===== config.mk =====
export PLATFORM = sky130hd
export DESIGN_NAME = mbe_outbuf
export DESIGN_NICKNAME = d
export VERILOG_FILES = /design/src/rtl/mbe_pkg.sv /design/src/rtl/mbe_outbuf.sv
export VERILOG_INCLUDE_DIRS = /design/src /design/src/rtl
export SDC_FILE = /design/constraint.sdc
export NUM_CORES = 1
export LEC_CHECK = 0
export BUFFER_PORTS_ARGS = -buffer_cell sky130_fd_sc_hd__buf_4
export CAP_MARGIN = 15
export CORE_AREA = 5 5 42 44
export CTS_BUF_LIST = sky130_fd_sc_hd__clkbuf_16
export CTS_CLUSTER_DIAMETER = 40
export DETAILED_ROUTE_END_ITERATION = 6
export DIE_AREA = 0 0 47 49
export GPL_TIMING_DRIVEN = 0
export PLACE_DENSITY = 0.79
export RECOVER_POWER = 50
export SKIP_LAST_GASP = 1
export SYNTH_ARGS = -nofsm -noshare
export SYNTH_HDL_FRONTEND = slang
export SYNTH_SLANG_ARGS = --single-unit

===== constraint.sdc =====
create_clock -name clk -period 1.9 [get_ports clk]
set_clock_uncertainty 0.1 [all_clocks]
set_input_delay 0.095 -clock clk [delete_from_list [all_inputs] [get_ports clk]]
set_output_delay 0.095 -clock clk [all_outputs]
set_load 0.01 [all_outputs]

===== src/rtl/mandelbrot_escape_time_core_macros.svh =====
// Assertion helpers shared by the escape time pipeline.
// Each use expects clk and arst_n in scope at the point of use.
`ifndef MANDELBROT_ESCAPE_TIME_CORE_MACROS_SVH
`define MANDELBROT_ESCAPE_TIME_CORE_MACROS_SVH

// Same-cycle implication, disabled while reset is asserted.
`define MBE_ASSERT_IMP(label, ante, cons, msg) \
	label: assert property (@(posedge clk) disable iff (!arst_n) (ante) |-> (cons)) \
		else $error(msg);

// Next-cycle implication, disabled while reset is asserted.
`define MBE_ASSERT_NXT(label, ante, cons, msg) \
	label: assert property (@(posedge clk) disable iff (!arst_n) (ante) |=> (cons)) \
		else $error(msg);

`endif


===== src/rtl/mbe_pkg.sv =====
package mbe_pkg;

	// Default build parameters.
	localparam int MAX_DEPTH_DEF = 64;
	localparam int FRAC_BITS_DEF = 28;

	// Fixed field widths.
	localparam int COORD_W    = 32;
	localparam int STEP_W     = 31;
	localparam int POS_W      = 10;
	localparam int ITER_W     = 7;
	localparam int COUNT_W    = 6;
	localparam int CFG_INDEX_W = 3;
	localparam int CFG_DATA_W = 32;

	// Register reset values (Q4.28 window around the classic view).
	localparam logic signed [COORD_W-1:0] X_START_RST  = 32'shD8000000;
	localparam logic signed [COORD_W-1:0] Y_TOP_RST    = 32'sh18000000;
	localparam logic [STEP_W-1:0]         X_STEP_RST   = 31'd918443;
	localparam logic [STEP_W-1:0]         Y_STEP_RST   = 31'd787237;
	localparam logic [ITER_W-1:0]         MAX_ITER_RST = 7'd20;

	// Configuration register indexes.
	typedef enum logic [CFG_INDEX_W-1:0] {
		REG_X_START  = 3'd0,
		REG_Y_TOP    = 3'd1,
		REG_X_STEP   = 3'd2,
		REG_Y_STEP   = 3'd3,
		REG_MAX_ITER = 3'd4
	} cfg_reg_t;

	// Per-item control bits that travel down the pipeline.
	typedef struct packed {
		logic valid;
		logic done;
	} iter_ctl_t;

	// Iterate and point of one pixel.
	typedef struct packed {
		logic signed [COORD_W-1:0] zr;
		logic signed [COORD_W-1:0] zi;
		logic signed [COORD_W-1:0] cr;
		logic signed [COORD_W-1:0] ci;
	} point_t;

	// Saturate a wide signed value to the signed 32-bit range.
	function automatic logic signed [COORD_W-1:0] sat32(input logic signed [65:0] v);
		logic signed [COORD_W-1:0] r;
		if ((&v[65:31]) || !(|v[65:31])) begin
			r = v[31:0];
		end else if (v[65]) begin
			r = 32'sh80000000;
		end else begin
			r = 32'sh7FFFFFFF;
		end
		return r;
	endfunction

endpackage


===== src/rtl/mbe_outbuf.sv =====
`include "mandelbrot_escape_time_core_macros.svh"

module mbe_outbuf (
	input  logic                           clk,
	input  logic                           arst_n,
	input  logic                           pipe_valid,
	input  logic [mbe_pkg::COUNT_W-1:0]    pipe_count,
	output logic                           en,
	output logic                           res_valid,
	input  logic                           res_stall,
	output logic [mbe_pkg::COUNT_W-1:0]    escape_count
);

	logic                        res_valid_q;
	logic                        skid_valid_q;
	logic [mbe_pkg::COUNT_W-1:0] res_count_q;
	logic [mbe_pkg::COUNT_W-1:0] skid_count_q;

	// The pipeline advances only while the skid register is free.
	assign en = !skid_valid_q;

	// Output register plus one skid entry for a result caught by a stall.
	always_ff @(posedge clk or negedge arst_n) begin
		if (!arst_n) begin
			res_valid_q  <= 1'b0;
			skid_valid_q <= 1'b0;
		end else if (skid_valid_q) begin
			if (!res_stall) begin
				skid_valid_q <= 1'b0;
			end
		end else if (pipe_valid) begin
			if (res_valid_q && res_stall) begin
				skid_valid_q <= 1'b1;
			end else begin
				res_valid_q <= 1'b1;
			end
		end else if (!res_stall) begin
			res_valid_q <= 1'b0;
		end
	end

	always_ff @(posedge clk) begin
		if (skid_valid_q) begin
			if (!res_stall) begin
				res_count_q <= skid_count_q;
			end
		end else if (pipe_valid) begin
			if (res_valid_q && res_stall) begin
				skid_count_q <= pipe_count;
			end else begin
				res_count_q <= pipe_count;
			end
		end
	end

	assign res_valid    = res_valid_q;
	assign escape_count = res_count_q;

	// The skid entry is only ever filled behind a waiting result.
	`MBE_ASSERT_IMP(a_skid_behind_res, skid_valid_q, res_valid_q, "skid entry without an output result")
	// A new result arriving at a stalled output lands in the skid entry.
	`MBE_ASSERT_NXT(a_skid_catches, res_valid_q && res_stall && !skid_valid_q && pipe_valid, skid_valid_q, "stalled result was dropped")
	// Draining the skid entry keeps a result on the output.
	`MBE_ASSERT_NXT(a_skid_drains, skid_valid_q && !res_stall, res_valid_q && !skid_valid_q, "skid entry not moved to the output")

endmodule


==> key figures <==
STA
  – Relative slew slack: 0.441
  – Setup TNS: 0 ns
  – Final worst slack: 0.152 ns
  – Fin crit share: 0.920
  – Final Setup Violations: 0
  – RSZ-0062 raised after global routing: false
  – Final hold violation count: 0
  – Tmin final: 1.75 ns
  – Max-slew violation count: 0
  – Fmax: 0.572 GHz
  – Worst Tran Pin Value: 0.832 ns

Route
  – Antenna Violating Nets Remaining: 0
  – First-pass DRT Iterations: 2
  – Highest metal used: met4
  – DRC Markers: 0
  – Routed metal-1 wirelength: 388 µm
  – Initial drt markers: 5
  – Met3 wire length: 90 µm
  – Metal2 WL: 474 µm
  – WL/cell: 13.1 µm
  – WL final: 984 µm
  – Via count: 362
  – Vias per std cell: 4.83

Global routing
  – Initial antenna violation count: 0
  – Grt ovf: 0
  – Pin count of the biggest net entering global routing: 11
  – Global Route Usage Sum: 0.0965
  – Vias in the first global route: 343
  – First-pass GRT wire length: 1520 µm

Power and ir drop
  – Design Power: 0.870 mW
  – Maximum vdd drop: 0.649 mV
  – Leakage power: 0.320 nW
  – PwrDens: 1060 nW/µm²

Hold path
  – HP Class: in2reg
  – Hold Crit Start: res_stall
  – Hold Path Sink: res_valid
  – Hold depth: 3

Placement
  – Dpl ws: 0.138 ns
  – Inst Count DP: 64
  – PortBufs: 17
  – Dpl hpwl: 671 µm
  – Last weighted congestion value of the routability-driven placer: 0.686

Die
  – I/O Pins: 18
  – Die Wd: 47 µm
  – Core area: 1400 µm²
  – Die Y: 49 µm
  – DIE AREA: 2300 µm²
  – Std-Cell Rows: 14
  – Starting Density: 0.398

Setup path
  – Worst-path maximum fanout: 10
  – Critical Path Sink Type: flop
  – Critical Path AT: 1.51 ns
  – Critical setup path kind: reg2reg
  – Critical R2R Capture: skid_count_q[2]
  – R2R Setup Slk: 0.15 ns
  – WP data required: 1.66 ns
  – R2r worst-path depth: 2
  – Worst reg2reg startpoint: skid_valid_q
  – Worst Setup Start Kind: flop

Synth
  – Synth Register Bits: 14
  – Cell Area, Synth: 558 µm²
  – Post-Syn Nets: 41
  – Compound-Gate Fraction of Synth Area: 0.0561
  – Post-Synth Simple-Gate Area: 0.0269
  – XOR/XNOR share of the synthesized area: 0
  – Largest family of logic cells by synthesized area: multiplexers
  – Sequential area share after synthesis: 0.735
  – Yosys cell types: 13
  – Synth Warn #: 0
  – Syn Area/Cell: 18.0 µm²
  – Post-Synth Adder-Cell Area: 0
  – Mux share of post-synthesis cell area: 0.148
  – Syn Inst Count: 31

Clock tree
  – Clk_lat worst skew: 0.24 ns
  – Worst-path clk slew: 0.04 ns
  – Clock Tree Buf Depth: 2
  – Post-CTS resize count: 0
  – Clock root cell: clkbuf_16
  – TritonCTS clock tree: yes
  – Clk sinks: 14
  – Setup bufs post-CTS: 0
  – Num CTS Buffers: 3
  – # hold bufs at CTS: 7
  – H-tree Lvls: 1

Final layout
  – Layout cells sized above 1: 0.339
  – Layout Cells excl Fill: 75
  – Synth-to-Final Area Change: 47.8%
  – ANT cells: 0
  – Nets@finish: 70

Outcome
  – Outcome: complete, no violations

Flow run
  – Max-Cap Viols: 0
[registers in the layout (all words and copies together), names as in the netlist]
register / cells
escape_count: 6
res_valid: 1
skid_count_q: 6
skid_valid_q: 1
[cell usage in the layout (no fill, tap or decap), drive strengths merged]
master,netlist,final
clkbuf,0,17
edfxtp,12,12
dlygate4sd3,0,7
mux2,6,6
buf,1,4
inv,2,2
o21ai,2,2
dfrtp,2,2
a21oi,2,2
o21a,1,1
nand2,1,1
nor3,1,1
nor2b,1,1
clkinv,0,1
[report_power, final]
group          internal [mW]  total (mW)  switching (mW)
clock                  0.277       0.390           0.113
sequential             0.366       0.375         0.00979
combinational         0.0559       0.105          0.0490
[logic make-up after synthesis]
| logic type | after synthesis |
|---|---|
| DFF | 14 |
| AOI/OAI and AO/OA | 5 |
| muxes | 6 |
| and+or+nand+nor | 3 |
| buffers and inverters | 3 |
[synth_stat cells (all sizes together)]
cell type	number	area share
buf	1	0.020
nor3	1	0.0090
o21ai	2	0.018
o21a	1	0.013
dfrtp	2	0.090
inv	2	0.013
mux2	6	0.15
nor2b	1	0.011
nand2	1	0.0067
a21oi	2	0.025
edfxtp	12	0.65
[worst max-delay path, cell delays in order (launching register included)]
cell and delay (ns):
dfrtp_1 0.41, buf_6 0.16, nor3_1 0.69
[layout make-up]
class,count,area [µm²]
clock buffers,3,75.1
well taps,16,20.0
inverters,2,7.51
clock inverters,1,3.75
plain buffers,1,11.3
multi-input cells,14,129
flip-flops and latches,14,410
fillers,109,577
repair buffers,24,168
[metal layers]
metal / vias up / global-route usage
li1: 173 / -
met2: 13 / 0.149
met3: 4 / 0.0111
met1: 172 / 0.111
met5: - / 0
met4: 0 / 0.0829
[worst max-delay path by stage]
| stage | slack [ns] | startpoint | endpoint |
|---|---|---|---|
| after global placement | 0.20 | skid_valid_q | skid_count_q[0] |
| after global routing | 0.008 | skid_valid_q | skid_count_q[1] |
| after floorplan | 0.37 | skid_valid_q | skid_count_q[0] |
| final | 0.15 | skid_valid_q | skid_count_q[2] |
| after CTS | 0.13 | skid_valid_q | skid_count_q[2] |
| after detailed placement | 0.14 | skid_valid_q | skid_count_q[1] |
[per-stage QoR]
step | hold WS (ns) | utilization | area, µm²
3_5_place_dp | -0.217 | 0.504 | 706
2_1_floorplan | -0.301 | - | 558
4_1_cts | 0.0202 | 0.610 | 855
5_1_grt | 0.0520 | 0.588 | 825
6_report | 0.0170 | 0.588 | 825
3_3_place_gp | -0.220 | 0.504 | 706
(Power assumes the default switching activity.)
