**src/rtl/mandelbrot_escape_time_core_macros.svh**
```systemverilog
// Assertion helpers shared by the escape time pipeline.
// Each use expects clk and arst_n in scope at the point of use.
`ifndef MANDELBROT_ESCAPE_TIME_CORE_MACROS_SVH
`define MANDELBROT_ESCAPE_TIME_CORE_MACROS_SVH

// Same-cycle implication, disabled while reset is asserted.
`define MBE_ASSERT_IMP(label, ante, cons, msg) \
	label: assert property (@(posedge clk) disable iff (!arst_n) (ante) |-> (cons)) \
		else $error(msg);

// Next-cycle implication, disabled while reset is asserted.
`define MBE_ASSERT_NXT(label, ante, cons, msg) \
	label: assert property (@(posedge clk) disable iff (!arst_n) (ante) |=> (cons)) \
		else $error(msg);

`endif

```
**src/rtl/mbe_pkg.sv**
```systemverilog
package mbe_pkg;

	// Default build parameters.
	localparam int MAX_DEPTH_DEF = 64;
	localparam int FRAC_BITS_DEF = 28;

	// Fixed field widths.
	localparam int COORD_W    = 32;
	localparam int STEP_W     = 31;
	localparam int POS_W      = 10;
	localparam int ITER_W     = 7;
	localparam int COUNT_W    = 6;
	localparam int CFG_INDEX_W = 3;
	localparam int CFG_DATA_W = 32;

	// Register reset values (Q4.28 window around the classic view).
	localparam logic signed [COORD_W-1:0] X_START_RST  = 32'shD8000000;
	localparam logic signed [COORD_W-1:0] Y_TOP_RST    = 32'sh18000000;
	localparam logic [STEP_W-1:0]         X_STEP_RST   = 31'd918443;
	localparam logic [STEP_W-1:0]         Y_STEP_RST   = 31'd787237;
	localparam logic [ITER_W-1:0]         MAX_ITER_RST = 7'd20;

	// Configuration register indexes.
	typedef enum logic [CFG_INDEX_W-1:0] {
		REG_X_START  = 3'd0,
		REG_Y_TOP    = 3'd1,
		REG_X_STEP   = 3'd2,
		REG_Y_STEP   = 3'd3,
		REG_MAX_ITER = 3'd4
	} cfg_reg_t;

	// Per-item control bits that travel down the pipeline.
	typedef struct packed {
		logic valid;
		logic done;
	} iter_ctl_t;

	// Iterate and point of one pixel.
	typedef struct packed {
		logic signed [COORD_W-1:0] zr;
		logic signed [COORD_W-1:0] zi;
		logic signed [COORD_W-1:0] cr;
		logic signed [COORD_W-1:0] ci;
	} point_t;

	// Saturate a wide signed value to the signed 32-bit range.
	function automatic logic signed [COORD_W-1:0] sat32(input logic signed [65:0] v);
		logic signed [COORD_W-1:0] r;
		if ((&v[65:31]) || !(|v[65:31])) begin
			r = v[31:0];
		end else if (v[65]) begin
			r = 32'sh80000000;
		end else begin
			r = 32'sh7FFFFFFF;
		end
		return r;
	endfunction

endpackage

```
**src/rtl/mbe_coord.sv**
```systemverilog
module mbe_coord (
	input  logic                                   clk,
	input  logic                                   arst_n,
	input  logic                                   en,
	input  logic                                   take,
	input  logic [mbe_pkg::POS_W-1:0]              column,
	input  logic [mbe_pkg::POS_W-1:0]              row,
	input  logic signed [mbe_pkg::COORD_W-1:0]     x_start,
	input  logic signed [mbe_pkg::COORD_W-1:0]     y_top,
	input  logic [mbe_pkg::STEP_W-1:0]             x_step,
	input  logic [mbe_pkg::STEP_W-1:0]             y_step,
	output mbe_pkg::iter_ctl_t                     out_ctl,
	output mbe_pkg::point_t                        out_pt
);

	localparam int PROD_W = mbe_pkg::POS_W + mbe_pkg::STEP_W;

	logic              valid_s1;
	logic [PROD_W-1:0] xoff_s1;
	logic [PROD_W-1:0] yoff_s1;
	mbe_pkg::iter_ctl_t ctl_s2;
	mbe_pkg::point_t    pt_s2;
	logic signed [65:0] cr_sum;
	logic signed [65:0] ci_sum;

	// First stage: scale the pixel position by the step sizes.
	always_ff @(posedge clk or negedge arst_n) begin
		if (!arst_n) begin
			valid_s1 <= 1'b0;
		end else if (en) begin
			valid_s1 <= take;
		end
	end

	always_ff @(posedge clk) begin
		if (en) begin
			xoff_s1 <= PROD_W'(column) * PROD_W'(x_step);
			yoff_s1 <= PROD_W'(row) * PROD_W'(y_step);
		end
	end

	// Second stage: offset from the window edges and saturate.
	always_comb begin
		cr_sum = 66'(x_start) + $signed({{(66-PROD_W){1'b0}}, xoff_s1});
		ci_sum = 66'(y_top) - $signed({{(66-PROD_W){1'b0}}, yoff_s1});
	end

	always_ff @(posedge clk or negedge arst_n) begin
		if (!arst_n) begin
			ctl_s2 <= '0;
		end else if (en) begin
			ctl_s2.valid <= valid_s1;
			ctl_s2.done  <= 1'b0;
		end
	end

	always_ff @(posedge clk) begin
		if (en) begin
			pt_s2.zr <= '0;
			pt_s2.zi <= '0;
			pt_s2.cr <= mbe_pkg::sat32(cr_sum);
			pt_s2.ci <= mbe_pkg::sat32(ci_sum);
		end
	end

	assign out_ctl = ctl_s2;
	assign out_pt  = pt_s2;

endmodule

```
**config.mk**
```make
export PLATFORM = sky130hd
export DESIGN_NAME = mbe_coord
export DESIGN_NICKNAME = d
export VERILOG_FILES = /design/src/rtl/mandelbrot_escape_time_core_macros.svh /design/src/rtl/mbe_pkg.sv /design/src/rtl/mbe_coord.sv
export SDC_FILE = /design/constraint.sdc
export NUM_CORES = 2
export LEC_CHECK = 0
export BUFFER_PORTS_ARGS = -buffer_cell sky130_fd_sc_hd__buf_2
export CORE_MARGIN = 2
export CORE_UTILIZATION = 32
export DETAILED_ROUTE_END_ITERATION = 7
export GPL_TIMING_DRIVEN = 0
export SLEW_MARGIN = 20
export SYNTH_ARGS = -nofsm -noshare
export SYNTH_HDL_FRONTEND = slang
export SYNTH_SLANG_ARGS = --single-unit
```
**constraint.sdc**
```tcl
create_clock -name clk -period 4.4 [get_ports clk]
set_clock_uncertainty 0.05 [all_clocks]
set_input_delay 0.22 -clock clk [delete_from_list [all_inputs] [get_ports clk]]
set_output_delay 0.22 -clock clk [all_outputs]
set_load 0.02 [all_outputs]
```
==> results.yml <==
synth:
  synth_area_leaders: "fa_1, edfxtp_1, ha_1, and2_1, inv_1"
  yosysTopAreaCellShare: 0.314
  ys_warn_count: 0
  synth_largest_area_cell: "fa_1"
  synth_top_cells_by_count: "inv_1, fa_1, nand2_1"
  synthArstFlopShare: 0.0135
  yosysSeqAreaShare: 0.150
  synth-edff-count: 146
  yosysMostFrequentCell: "inv_1"
  synth_cell_types: 87
  synth_flop_cell: "edfxtp_1"
  syn_inst: 3247
  ys_ff_latch: 148
  avgSynthCellArea_sq_um: 9.08
  syn_area_sq_mm: 0.0295
clocking:
  cts.clk_slew.worst_paths_ns: 0.07
  cts_root_buffer: "clkbuf_16"
  htreeDepth: 4
  clock_latency_ns: 0.45
  cts_buffers: 17
  cts.sinks: 148
  cts.path.max_buffers: 2
  cts_tree: "built"
critical_path:
  end_kind: "register"
  arrival_ns: 5.66
  crit_path_start_kind: "input pin"
  crit_required_ns: 4.54
  crit_type: "input pin to register"
  crit_fanout: 7
detailed_routing:
  ant_nets: 0
  vias: 23400
  drt_iter0_markers: 1502
  via_per_inst: 4.85
  dr.pass1.iters: 5
  wl_per_cell_um: 17.3
  remaining_drc_errors: 0
  drt-total-wl_um: 83400
global_routing:
  grt_antenna_before_repair: 16
  grt_first_pass_wirelength_um: 131000
  grt_overflow: 0
  grt_pass1_vias: 23700
  grt_use_total: 0.176
  grt_max_degree: 92
  grtUsageMet3: 0.0286
  top_usage_layer: "met2"
  met2_usage: 0.286
  grt_util_met1: 0.239
layout:
  regArea_sq_mm: 0.00443
  postLayoutCellArea_sq_mm: 0.0366
  fillers: 8955
  multi_input_area_sq_mm: 0.0236
  area_delta_synth_final_pct: 24.2
  stdcell_count: 4828
  nets: 4473
  drive_above_1_share: 0.222
floorplan:
  dieWidth_um: 308
  start_util: 0.322
  rows: 111
  core_sq_mm: 0.0915
  pin_count: 280
  dieArea_sq_mm: 0.0946
  die_h_um: 308
place:
  dp_cells: 4656
  place_hpwl_um: 65400
  postPlaceCellArea_sq_mm: 0.0330
  place_congestion: 0.892
  place_ws_ns: -2.14
  port_buffers: 158
timing:
  hold-worst-slack_ns: 0.0915
  fin_crit_ns: 5.52
  fin_ws_ns: -1.12
  hold_violations: 0
  timing.fmax_mhz: 181
  fin_crit_sh: 1.25
  rsz0062_at_grt: "true"
  relSlewSlack: 0.522
  worst_slew_pin_slew_ns: 0.710
  slew_violations: 0
  finalSetupViolCount: 54
  finalSetupTns_ns: -34.58
outcome:
  status: "finished, violations left"
  violations: "setup timing"
pwr:
  ir_worst_vdd_mv: 0.664
  p_per_area_mw_per_mm2: 837
  leakage_nw: 17.6
job:
  max-cap-violations: 0
worst_hold_path:
  hold_path.class: "input pin to register"
==> area by class of cell <==
class | instances | area share
tap | 1186 | 0.0405
sequential | 148 | 0.121
antenna | 4 | 0.000273
inverter | 498 | 0.0510
buffer | 220 | 0.0617
clock inverter | 14 | 0.00594
clock buffer | 18 | 0.0117
multi-input combinational | 2442 | 0.645
timing repair buffer | 298 | 0.0627
==> cells in the final DEF (no fill, tap or decap), types with 37 or more instances in the layout <==
master,netlist,final
nor2_1,93,82
buf_2,12,155
xor2_1,55,55
buf_4,66,174
o21ai_2,32,44
fa_1,462,451
clkbuf_16,0,52
a21o_1,68,68
a21oi_1,185,147
nand3_1,44,40
conb_1,1,65
ha_1,236,199
and2_1,337,310
edfxtp_1,146,146
xnor2_1,88,79
o21ai_0,61,46
inv_1,498,478
buf_6,6,37
nand2_1,391,369
==> layer usage <==
metal / vias up / share of wire
li1: 11100 / -
met5: - / 0.00076
met1: 11600 / 0.45
met3: 111 / 0.055
met4: 8 / 0.027
met2: 633 / 0.47
==> flip-flops by register name, indices dropped and copies added, names as in the netlist <==
signal    count
out_ctl       1
out_pt       64
xoff_s1      41
valid_s1      1
yoff_s1      41
==> per-stage QoR <==
stage / total power [W] / util
floorplan: 0.0195 / -
global placement: 0.0238 / 0.360
detailed placement: 0.0240 / 0.360
CTS: 0.0285 / 0.392
global route: 0.0336 / 0.400
finish: 0.0307 / 0.400
==> where the power goes <==
group | switching, W | internal [W] | leakage [nW]
clock | 0.000685 | 0.000971 | 0.309
combinational | 0.0139 | 0.0120 | 15.9
sequential | 0.000149 | 0.00295 | 1.48
==> cell families after synthesis <==
kind of cell | after synthesis | share of synthesized area
compound gates | 531 | 0.118
buf+inv | 721 | 0.103
other cells | 1 | 0.000127
fa+ha+maj | 698 | 0.414
mux | 5 | 0.00182
xor+xnor | 144 | 0.0434
flops | 148 | 0.150
simple gates | 999 | 0.170
==> worst max-delay path: stages <==
cell and delay [ns]:
buf_6 0.11, clkbuf_8 0.13, buf_4 0.17, and2_1 0.17
fa_1 0.49, fa_1 0.61, fa_1 0.46, fa_1 0.49
inv_1 0.05, fa_1 0.47, inv_1 0.06, ha_4 0.28
nand3_4 0.07, or2_4 0.27, o221ai_4 0.18, o41ai_4 0.11
buf_4 0.18, o311ai_4 0.32, a21oi_2 0.10, or2_1 0.26
buf_4 0.13, buf_4 0.12, o21ai_2 0.12, xor2_1 0.08
==> final timing paths <==
| check | from | endpoint | slack [ns] | depth (start not counted) |
|---|---|---|---|---|
| max | column[8] | xoff_s1[34]$_DFFE_PP_ | -1.12 | 24 |
| min | column[0] | xoff_s1[0]$_DFFE_PP_ | 0.09 | 2 |
| max in group asynchronous | arst_n | out_ctl[1]$_DFFE_PN0P_ | 3.61 | 3 |
| min in group asynchronous | arst_n | valid_s1$_DFFE_PN0P_ | 0.57 | 3 |
| max reg2reg | xoff_s1[7]$_DFFE_PP_ | out_pt[60]$_DFFE_PP_ | 0.21 | 14 |
| min reg2reg | out_ctl[1]$_DFFE_PN0P_ | out_ctl[1]$_DFFE_PN0P_ | 0.47 | 1 |
==> repair_timing <==
| item | CTS | global route |
|---|---|---|
| hold endpoints to repair | 3 | 0 |
| setup buffers | 99 | 38 |
| gates resized for setup | 307 | 139 |
| hold buffers | 3 | 0 |
| setup endpoints to repair | 72 | 121 |
| pin swaps | 90 | 83 |
| cloned | 5 | 1 |
No activity file was read; power rests on OpenSTA's default activity.
